--- src/hw/rtl/gdi_pkg.sv ---
`timescale 1ns / 1ps
`default_nettype none
// ----------------------------------------------------------------------------
// Gregorian date info package
// Request and result types, stage payloads, calendar tables and the
// reciprocal constants used for the divisions by 100 and by 7.
// ----------------------------------------------------------------------------
package gdi_pkg;

    localparam logic [13:0] YEAR_MIN     = 14'd1900;
    localparam logic [3:0]  MONTH_JAN    = 4'd1;
    localparam logic [3:0]  MONTH_FEB    = 4'd2;
    localparam logic [3:0]  MONTH_MAR    = 4'd3;
    localparam logic [3:0]  MONTH_DEC    = 4'd12;

    // floor(y / 100) == (y * 5243) >> 19 for every 14-bit y.
    localparam logic [12:0] DIV100_MUL   = 13'd5243;
    localparam int          DIV100_SHIFT = 19;
    localparam logic [6:0]  CENTURY      = 7'd100;
    // floor(s / 7) == (s * 37450) >> 18 for every 15-bit s.
    localparam logic [15:0] DIV7_MUL     = 16'd37450;
    localparam int          DIV7_SHIFT   = 18;
    localparam logic [2:0]  WEEK_DAYS    = 3'd7;

    typedef struct packed {
        logic [3:0]  month;
        logic [4:0]  day_of_month;
        logic [13:0] year_number;
    } t_date_req;

    typedef struct packed {
        logic        date_valid;
        logic        leap_flag;
        logic [8:0]  ordinal_day;
        logic [4:0]  month_length;
        logic [2:0]  weekday_code;
    } t_date_info;

    // After the first stage: raw fields, weekday year, scaled years and the range check.
    typedef struct packed {
        logic [3:0]  month;
        logic [4:0]  day_of_month;
        logic [13:0] year_number;
        logic [13:0] wk_year;
        logic [26:0] year_scaled;
        logic [26:0] wk_year_scaled;
        logic        base_ok;
    } t_yr_data;

    // After the calendar stage: everything but the weekday remainder.
    typedef struct packed {
        logic        date_valid;
        logic        leap_flag;
        logic [8:0]  ordinal_day;
        logic [4:0]  month_length;
        logic [14:0] day_sum;
    } t_cal_data;

    function automatic logic [4:0] month_days(input logic [3:0] month);
        logic [4:0] len;
        unique case (month)
            4'd1, 4'd3, 4'd5, 4'd7, 4'd8, 4'd10, 4'd12: len = 5'd31;
            4'd4, 4'd6, 4'd9, 4'd11:                     len = 5'd30;
            4'd2:                                        len = 5'd28;
            default:                                     len = 5'd0;
        endcase
        return len;
    endfunction

    function automatic logic [8:0] days_before(input logic [3:0] month);
        logic [8:0] cnt;
        unique case (month)
            4'd1:    cnt = 9'd0;
            4'd2:    cnt = 9'd31;
            4'd3:    cnt = 9'd59;
            4'd4:    cnt = 9'd90;
            4'd5:    cnt = 9'd120;
            4'd6:    cnt = 9'd151;
            4'd7:    cnt = 9'd181;
            4'd8:    cnt = 9'd212;
            4'd9:    cnt = 9'd243;
            4'd10:   cnt = 9'd273;
            4'd11:   cnt = 9'd304;
            4'd12:   cnt = 9'd334;
            default: cnt = 9'd0;
        endcase
        return cnt;
    endfunction

    // Month offsets of the Sakamoto weekday formula.
    function automatic logic [2:0] week_offset(input logic [3:0] month);
        logic [2:0] off;
        unique case (month)
            4'd1, 4'd5:   off = 3'd0;
            4'd2, 4'd6:   off = 3'd3;
            4'd3, 4'd11:  off = 3'd2;
            4'd4, 4'd7:   off = 3'd5;
            4'd8:         off = 3'd1;
            4'd9, 4'd12:  off = 3'd4;
            4'd10:        off = 3'd6;
            default:      off = 3'd0;
        endcase
        return off;
    endfunction

endpackage
`default_nettype wire

--- src/hw/rtl/gregorian_date_info.sv ---
`timescale 1ns / 1ps
`default_nettype none
// ----------------------------------------------------------------------------
// Gregorian date info
// Validity, leap year, ordinal day, month length and weekday of one date.
// ----------------------------------------------------------------------------
//  Channel   Handshake            Payload
//  request   i_valid / o_stall    i_req  (t_date_req)
//  result    o_valid / i_stall    o_rsp  (t_date_info)
//
// One request enters per cycle while o_stall is low.
// The four register stages are year preparation, calendar, weekday
// multiply and weekday correction.
// Reset clears only the stage valid bits; the data registers keep their contents.
// A stall holds only the stages that are occupied, so bubbles still fill.
// ----------------------------------------------------------------------------
module gregorian_date_info (
    input  wire logic               i_clk,
    input  wire logic               i_rst_n,
    input  wire logic               i_valid,
    output logic                    o_stall,
    input  wire gdi_pkg::t_date_req i_req,
    output logic                    o_valid,
    input  wire logic               i_stall,
    output gdi_pkg::t_date_info     o_rsp
);
    import gdi_pkg::*;

    logic      yr_valid;
    logic      yr_stall;
    t_yr_data  yr_data;
    logic      cal_valid;
    logic      cal_stall;
    t_cal_data cal_data;

    gdi_year_prep u_year_prep (
        .i_clk   (i_clk),
        .i_rst_n (i_rst_n),
        .i_valid (i_valid),
        .o_stall (o_stall),
        .i_req   (i_req),
        .o_valid (yr_valid),
        .i_stall (yr_stall),
        .o_data  (yr_data)
    );

    gdi_calendar u_calendar (
        .i_clk   (i_clk),
        .i_rst_n (i_rst_n),
        .i_valid (yr_valid),
        .o_stall (yr_stall),
        .i_data  (yr_data),
        .o_valid (cal_valid),
        .i_stall (cal_stall),
        .o_data  (cal_data)
    );

    gdi_weekday u_weekday (
        .i_clk   (i_clk),
        .i_rst_n (i_rst_n),
        .i_valid (cal_valid),
        .o_stall (cal_stall),
        .i_data  (cal_data),
        .o_valid (o_valid),
        .i_stall (i_stall),
        .o_rsp   (o_rsp)
    );

    // An invalid date must not leak any computed field.
    a_invalid_zero: assert property (@(posedge i_clk) disable iff (!i_rst_n)
        (o_valid && !o_rsp.date_valid) |->
            (!o_rsp.leap_flag && o_rsp.ordinal_day == 9'd0 &&
             o_rsp.month_length == 5'd0 && o_rsp.weekday_code == 3'd0))
        else $error("invalid date with nonzero fields");

    a_weekday_range: assert property (@(posedge i_clk) disable iff (!i_rst_n)
        (o_valid && o_rsp.date_valid) |-> (o_rsp.weekday_code < WEEK_DAYS))
        else $error("weekday out of range");

    a_ordinal_range: assert property (@(posedge i_clk) disable iff (!i_rst_n)
        (o_valid && o_rsp.date_valid) |->
            (o_rsp.ordinal_day != 9'd0 &&
             o_rsp.ordinal_day <= 9'd365 + 9'(o_rsp.leap_flag)))
        else $error("ordinal day out of range");

    a_month_length: assert property (@(posedge i_clk) disable iff (!i_rst_n)
        (o_valid && o_rsp.date_valid) |->
            (o_rsp.month_length >= 5'd28 && o_rsp.month_length <= 5'd31 &&
             (o_rsp.month_length != 5'd29 || o_rsp.leap_flag)))
        else $error("month length inconsistent with leap flag");

endmodule
`default_nettype wire

--- src/hw/rtl/gdi_year_prep.sv ---
`timescale 1ns / 1ps
`default_nettype none
// ----------------------------------------------------------------------------
// Year preparation stage
// Range checks on the raw fields and the constant multiplications that
// later yield the century counts of the year and of the weekday year.
// ----------------------------------------------------------------------------
module gdi_year_prep (
    input  wire logic              i_clk,
    input  wire logic              i_rst_n,
    input  wire logic              i_valid,
    output logic                   o_stall,
    input  wire gdi_pkg::t_date_req i_req,
    output logic                   o_valid,
    input  wire logic              i_stall,
    output gdi_pkg::t_yr_data      o_data
);
    import gdi_pkg::*;

    logic     r_valid;
    t_yr_data r_data;
    t_yr_data n_data;

    assign o_stall = r_valid & i_stall;

    always_comb begin
        n_data.month          = i_req.month;
        n_data.day_of_month   = i_req.day_of_month;
        n_data.year_number    = i_req.year_number;
        // January and February count toward the previous year for the weekday.
        n_data.wk_year        = (i_req.month < MONTH_MAR) ? (i_req.year_number - 14'd1)
                                                          : i_req.year_number;
        n_data.year_scaled    = 27'(i_req.year_number) * 27'(DIV100_MUL);
        n_data.wk_year_scaled = 27'(n_data.wk_year) * 27'(DIV100_MUL);
        n_data.base_ok        = (i_req.year_number >= YEAR_MIN) &&
                                (i_req.month >= MONTH_JAN) && (i_req.month <= MONTH_DEC) &&
                                (i_req.day_of_month != 5'd0);
    end

    always_ff @(posedge i_clk) begin
        if (!i_rst_n) begin
            r_valid <= 1'b0;
        end else if (!o_stall) begin
            r_valid <= i_valid;
        end
    end

    always_ff @(posedge i_clk) begin
        if (!o_stall && i_valid) begin
            r_data <= n_data;
        end
    end

    assign o_valid = r_valid;
    assign o_data  = r_data;

endmodule
`default_nettype wire

--- src/hw/rtl/gdi_calendar.sv ---
`timescale 1ns / 1ps
`default_nettype none
// ----------------------------------------------------------------------------
// Calendar stage
// Leap year, month length, validity, ordinal day and the weekday day sum.
// ----------------------------------------------------------------------------
module gdi_calendar (
    input  wire logic             i_clk,
    input  wire logic             i_rst_n,
    input  wire logic             i_valid,
    output logic                  o_stall,
    input  wire gdi_pkg::t_yr_data i_data,
    output logic                  o_valid,
    input  wire logic             i_stall,
    output gdi_pkg::t_cal_data    o_data
);
    import gdi_pkg::*;

    logic      r_valid;
    t_cal_data r_data;
    t_cal_data n_data;

    logic [7:0]  cent;
    logic [7:0]  wk_cent;
    logic [13:0] cent_x100;
    logic        leap;
    logic [4:0]  mlen;
    logic [15:0] sum_full;

    assign o_stall = r_valid & i_stall;

    always_comb begin
        cent      = i_data.year_scaled[DIV100_SHIFT +: 8];
        wk_cent   = i_data.wk_year_scaled[DIV100_SHIFT +: 8];
        cent_x100 = 14'(cent) * 14'(CENTURY);
        // A century year is a leap year only when its century count is a multiple of 4.
        leap      = (i_data.year_number[1:0] == 2'd0) &&
                    ((cent_x100 != i_data.year_number) || (cent[1:0] == 2'd0));
        mlen      = month_days(i_data.month) +
                    5'((i_data.month == MONTH_FEB) && leap);
        sum_full  = 16'(i_data.wk_year) + 16'(i_data.wk_year[13:2]) - 16'(wk_cent) +
                    16'(wk_cent[7:2]) + 16'(week_offset(i_data.month)) +
                    16'(i_data.day_of_month);

        n_data.date_valid   = i_data.base_ok && (i_data.day_of_month <= mlen);
        n_data.leap_flag    = leap;
        n_data.ordinal_day  = days_before(i_data.month) + 9'(i_data.day_of_month) +
                              9'(leap && (i_data.month > MONTH_FEB));
        n_data.month_length = mlen;
        n_data.day_sum      = sum_full[14:0];
    end

    always_ff @(posedge i_clk) begin
        if (!i_rst_n) begin
            r_valid <= 1'b0;
        end else if (!o_stall) begin
            r_valid <= i_valid;
        end
    end

    always_ff @(posedge i_clk) begin
        if (!o_stall && i_valid) begin
            r_data <= n_data;
        end
    end

    assign o_valid = r_valid;
    assign o_data  = r_data;

endmodule
`default_nettype wire

--- src/hw/rtl/gdi_weekday.sv ---
`timescale 1ns / 1ps
`default_nettype none
// ----------------------------------------------------------------------------
// Weekday stages
// Day sum modulo 7 by reciprocal multiplication in one stage and the
// correction in the next, which also forms the output register.
// ----------------------------------------------------------------------------
module gdi_weekday (
    input  wire logic              i_clk,
    input  wire logic              i_rst_n,
    input  wire logic              i_valid,
    output logic                   o_stall,
    input  wire gdi_pkg::t_cal_data i_data,
    output logic                   o_valid,
    input  wire logic              i_stall,
    output gdi_pkg::t_date_info    o_rsp
);
    import gdi_pkg::*;

    logic       r_valid_m;
    t_cal_data  r_cal;
    logic [30:0] r_prod;
    logic       stall_m;

    logic       r_valid_o;
    t_date_info r_rsp;
    t_date_info n_rsp;
    logic       stall_o;

    logic [12:0] quot;
    logic [15:0] rem;

    assign stall_o = r_valid_o & i_stall;
    assign stall_m = r_valid_m & stall_o;
    assign o_stall = stall_m;

    always_ff @(posedge i_clk) begin
        if (!i_rst_n) begin
            r_valid_m <= 1'b0;
            r_valid_o <= 1'b0;
        end else begin
            if (!stall_m) begin
                r_valid_m <= i_valid;
            end
            if (!stall_o) begin
                r_valid_o <= r_valid_m;
            end
        end
    end

    always_ff @(posedge i_clk) begin
        if (!stall_m && i_valid) begin
            r_cal  <= i_data;
            r_prod <= 31'(i_data.day_sum) * 31'(DIV7_MUL);
        end
    end

    always_comb begin
        quot = r_prod[DIV7_SHIFT +: 13];
        rem  = 16'(r_cal.day_sum) - 16'(quot) * 16'(WEEK_DAYS);
        // An invalid date reports zeros in every field.
        if (r_cal.date_valid) begin
            n_rsp.date_valid   = 1'b1;
            n_rsp.leap_flag    = r_cal.leap_flag;
            n_rsp.ordinal_day  = r_cal.ordinal_day;
            n_rsp.month_length = r_cal.month_length;
            n_rsp.weekday_code = rem[2:0];
        end else begin
            n_rsp = '0;
        end
    end

    always_ff @(posedge i_clk) begin
        if (!stall_o && r_valid_m) begin
            r_rsp <= n_rsp;
        end
    end

    assign o_valid = r_valid_o;
    assign o_rsp   = r_rsp;

endmodule
`default_nettype wire
--- config.mk ---
export PLATFORM = sky130hd
export DESIGN_NAME = gregorian_date_info
export DESIGN_NICKNAME = d
export VERILOG_FILES = /design/src/hw/rtl/gdi_pkg.sv /design/src/hw/rtl/gregorian_date_info.sv /design/src/hw/rtl/gdi_year_prep.sv /design/src/hw/rtl/gdi_calendar.sv /design/src/hw/rtl/gdi_weekday.sv
export SDC_FILE = /design/constraint.sdc
export NUM_CORES = 1
export LEC_CHECK = 0
export BUFFER_PORTS_ARGS = -buffer_cell sky130_fd_sc_hd__buf_2
export CORE_MARGIN = 3
export CORE_UTILIZATION = 50
export CTS_CLUSTER_DIAMETER = 50
export DETAILED_ROUTE_END_ITERATION = 8
export PLACE_DENSITY = 0.77
export SYNTH_ARGS = -nofsm -noshare
export SYNTH_HDL_FRONTEND = slang
export SYNTH_SLANG_ARGS = --single-unit
--- constraint.sdc ---
create_clock -name i_clk -period 8.1 [get_ports i_clk]
set_clock_uncertainty 0.05 [all_clocks]
set_input_delay 0.81 -clock i_clk [delete_from_list [all_inputs] [get_ports i_clk]]
set_output_delay 0.81 -clock i_clk [all_outputs]
set_load 0.02 [all_outputs]
==> impl_metrics.csv <==
group,metric,value,unit
yosys,yosys-top-cells-count,"inv_1, ha_1, fa_1",
sta,finalSetupTns,0,ns
route,finalWirelength,30290,um
sta,worst_hold_slack,0.3701,ns
clock_tree,cts-buffers-inserted,17,
yosys,yosysTopAreaCell,"ha_1",
hold_path,min-delay-start,"u_calendar.o_data[28]$_DFFE_PP_",
global_routing,antenna_found_initial,0,
layout,postLayoutCellArea,18120,um2
floorplan,dieArea,35520,um2
floorplan,start_util,50.90,%
yosys,yosysSeqAreaShare,25.02,%
placed_design,dp_slack,0.5226,ns
layout,diodes,0,
clock_tree,clkTransAtPathRegs,0.08,ns
route,via_per_inst,5.022,
setup_path,critPathMostFrequentCell,"fa_1",
layout,nNetsFinal,2151,
yosys,syn-num-nets,2079,
route,wl_per_cell,14.93,um
placed_design,finalWeightedCongestion,0.8937,
clock_tree,h-tree-depth,4,
sta,max_freq,139.0,MHz
sta,slew_headroom,27.55,%
setup_path,start_kind,"input port",
clock_tree,ctsHoldBuffers,0,
yosys,yosys_most_used_dff,"edfxtp_1",
clock_tree,post_cts_buffers,0,
route,num_vias,10190,
clock_tree,clk_path_buf_depth,2,
clock_tree,cts-root-buf,"clkbuf_16",
placed_design,dpl_cell_area,17510,um2
setup_path,worstSetupPathType,"in -> reg",
hold_path,hold_class,"reg -> reg",
floorplan,die_h,188.5,um
clock_tree,cts.sinks,145,
global_routing,grt_pass1_wl,52500,um
layout,drive_above_1_share,6.616,%
job,max-cap-violations,0,
global_routing,grt_usage,18.24,%
route,drtPass1Iterations,6,
sta,hold_violations,0,
yosys,ys_types,61,
clock_tree,clk_latency,0.42,ns
sta,grt_setup_unrepaired,"false",
setup_path,critPathMaxFanout,7,
yosys,ys.warnings.count,0,
route,drt_iter0_drc,407,
yosys,synth_top_cell_area_share,27.89,%
setup_path,slowest_delay,0.54,ns
sta,layout_min_cycle_time,7.195,ns
setup_path,cpMaxStageDelayCell,"fa_1",
yosys,synth-edff-count,126,
outcome,outcome,"completed",
sta,setup_ws,0.9052,ns
setup_path,crit_family,"adder cells",
yosys,ys_seq_elements,145,
layout,syn2layout_area_growth,8.870,%
setup_path,worst_setup_path_end_kind,"flip-flop",
route,postRouteAntennaNets,0,
route,post-route-drc-count,0,
global_routing,grt_max_degree,55,
sta,setup_violations,0,
sta,post-route-period-util,88.82,%
global_routing,grt_pass1_vias,11010,
setup_path,crit_start,"i_req[2]",
floorplan,core-area,32700,um2
sta,worst_pin_slew,1.056,ns
floorplan,rows,66,
yosys,yosysMostFrequentCell,"inv_1",
yosys,synth_area_per_cell,11.08,um2
clock_tree,cts_tree,"built",
placed_design,dp_hpwl,25880,um
setup_path,critPathRequiredTime,8.21,ns
yosys,netlist_area,16650,um2
floorplan,die-width,188.5,um
placed_design,numPortBuffers,47,
global_routing,overflow,0,
setup_path,arrival,7.30,ns
clock_tree,cts_resized,0,
yosys,ys_async_sr_fraction,0,%
setup_path,crit_buf_inv,4,
sta,maxSlewViolCount,0,
floorplan,ioPinCount,48,
setup_path,reg2reg_slack,2.71,ns
setup_path,r2r_start,"u_year_prep.o_data[48]$_DFFE_PP_",
yosys,synthTopCellsByArea,"ha_1, edfxtp_1, fa_1",
yosys,syn_inst,1502,
[stage by stage]
step / instances / util [%]
3_5_place_dp: 1997 / 53.55
2_1_floorplan: 1502 / -
6_report: 2029 / 55.42
5_1_grt: 2029 / 55.42
4_1_cts: 2029 / 55.42
3_3_place_gp: 1997 / 53.55
[logic make-up after synthesis]
group | after synthesis | synth area share [%]
buf+inv | 379 | 8.554
fa+ha+maj | 550 | 49.41
flops | 145 | 25.02
simple gates | 165 | 5.036
xor+xnor | 92 | 4.931
compound gates | 165 | 6.682
mux | 6 | 0.3683
[metal layers]
layer / routed length [um] / global-route usage (%)
met4: 744 / 5.815
met3: 1323 / 2.995
met1: 13010 / 22.87
met5: 0 / 0
met2: 15210 / 32.30
[placed cells by master (no fill, tap or decap), types with 5 or more instances in the layout]
master and n:
nor2_1 30, fa_1 179, and3_1 8, nand2_1 43
xnor2_1 68, nor2b_1 11, nand3_1 15, xor2_1 22
nor3_1 8, o21a_1 13, clkinv_8 6, nand4_1 8
edfxtp_1 126, buf_2 47, clkbuf_16 17, and2_1 20
nand2b_1 9, dfxtp_1 19, mux2i_1 5, buf_4 12
o21bai_1 6, nor4_1 5, o211ai_1 5, ha_1 371
o21ai_0 31, a21o_1 22, a21oi_1 42, inv_1 372
[worst paths after layout]
kind | endpoint | depth (start not counted)
max | u_year_prep.o_data[26]$_DFFE_PP_ | 25
min | u_weekday.r_cal[28]$_DFFE_PP_ | 0
max reg2reg | u_calendar.o_data[30]$_DFFE_PP_ | 23
min reg2reg | u_weekday.r_cal[28]$_DFFE_PP_ | 0
[cell type report]
type / count / area [um2]
multi-input cells: 978 / 11070
repair buffers: 59 / 325.3
fillers: 2739 / 14580
inverters: 373 / 1400
well taps: 442 / 553.0
clock buffers: 17 / 425.4
clock inverters: 15 / 186.4
flip-flops and latches: 145 / 4164
Power is not shown: default switching activity piles up to over one toggle a cycle in this logic, so the estimate is an artifact.
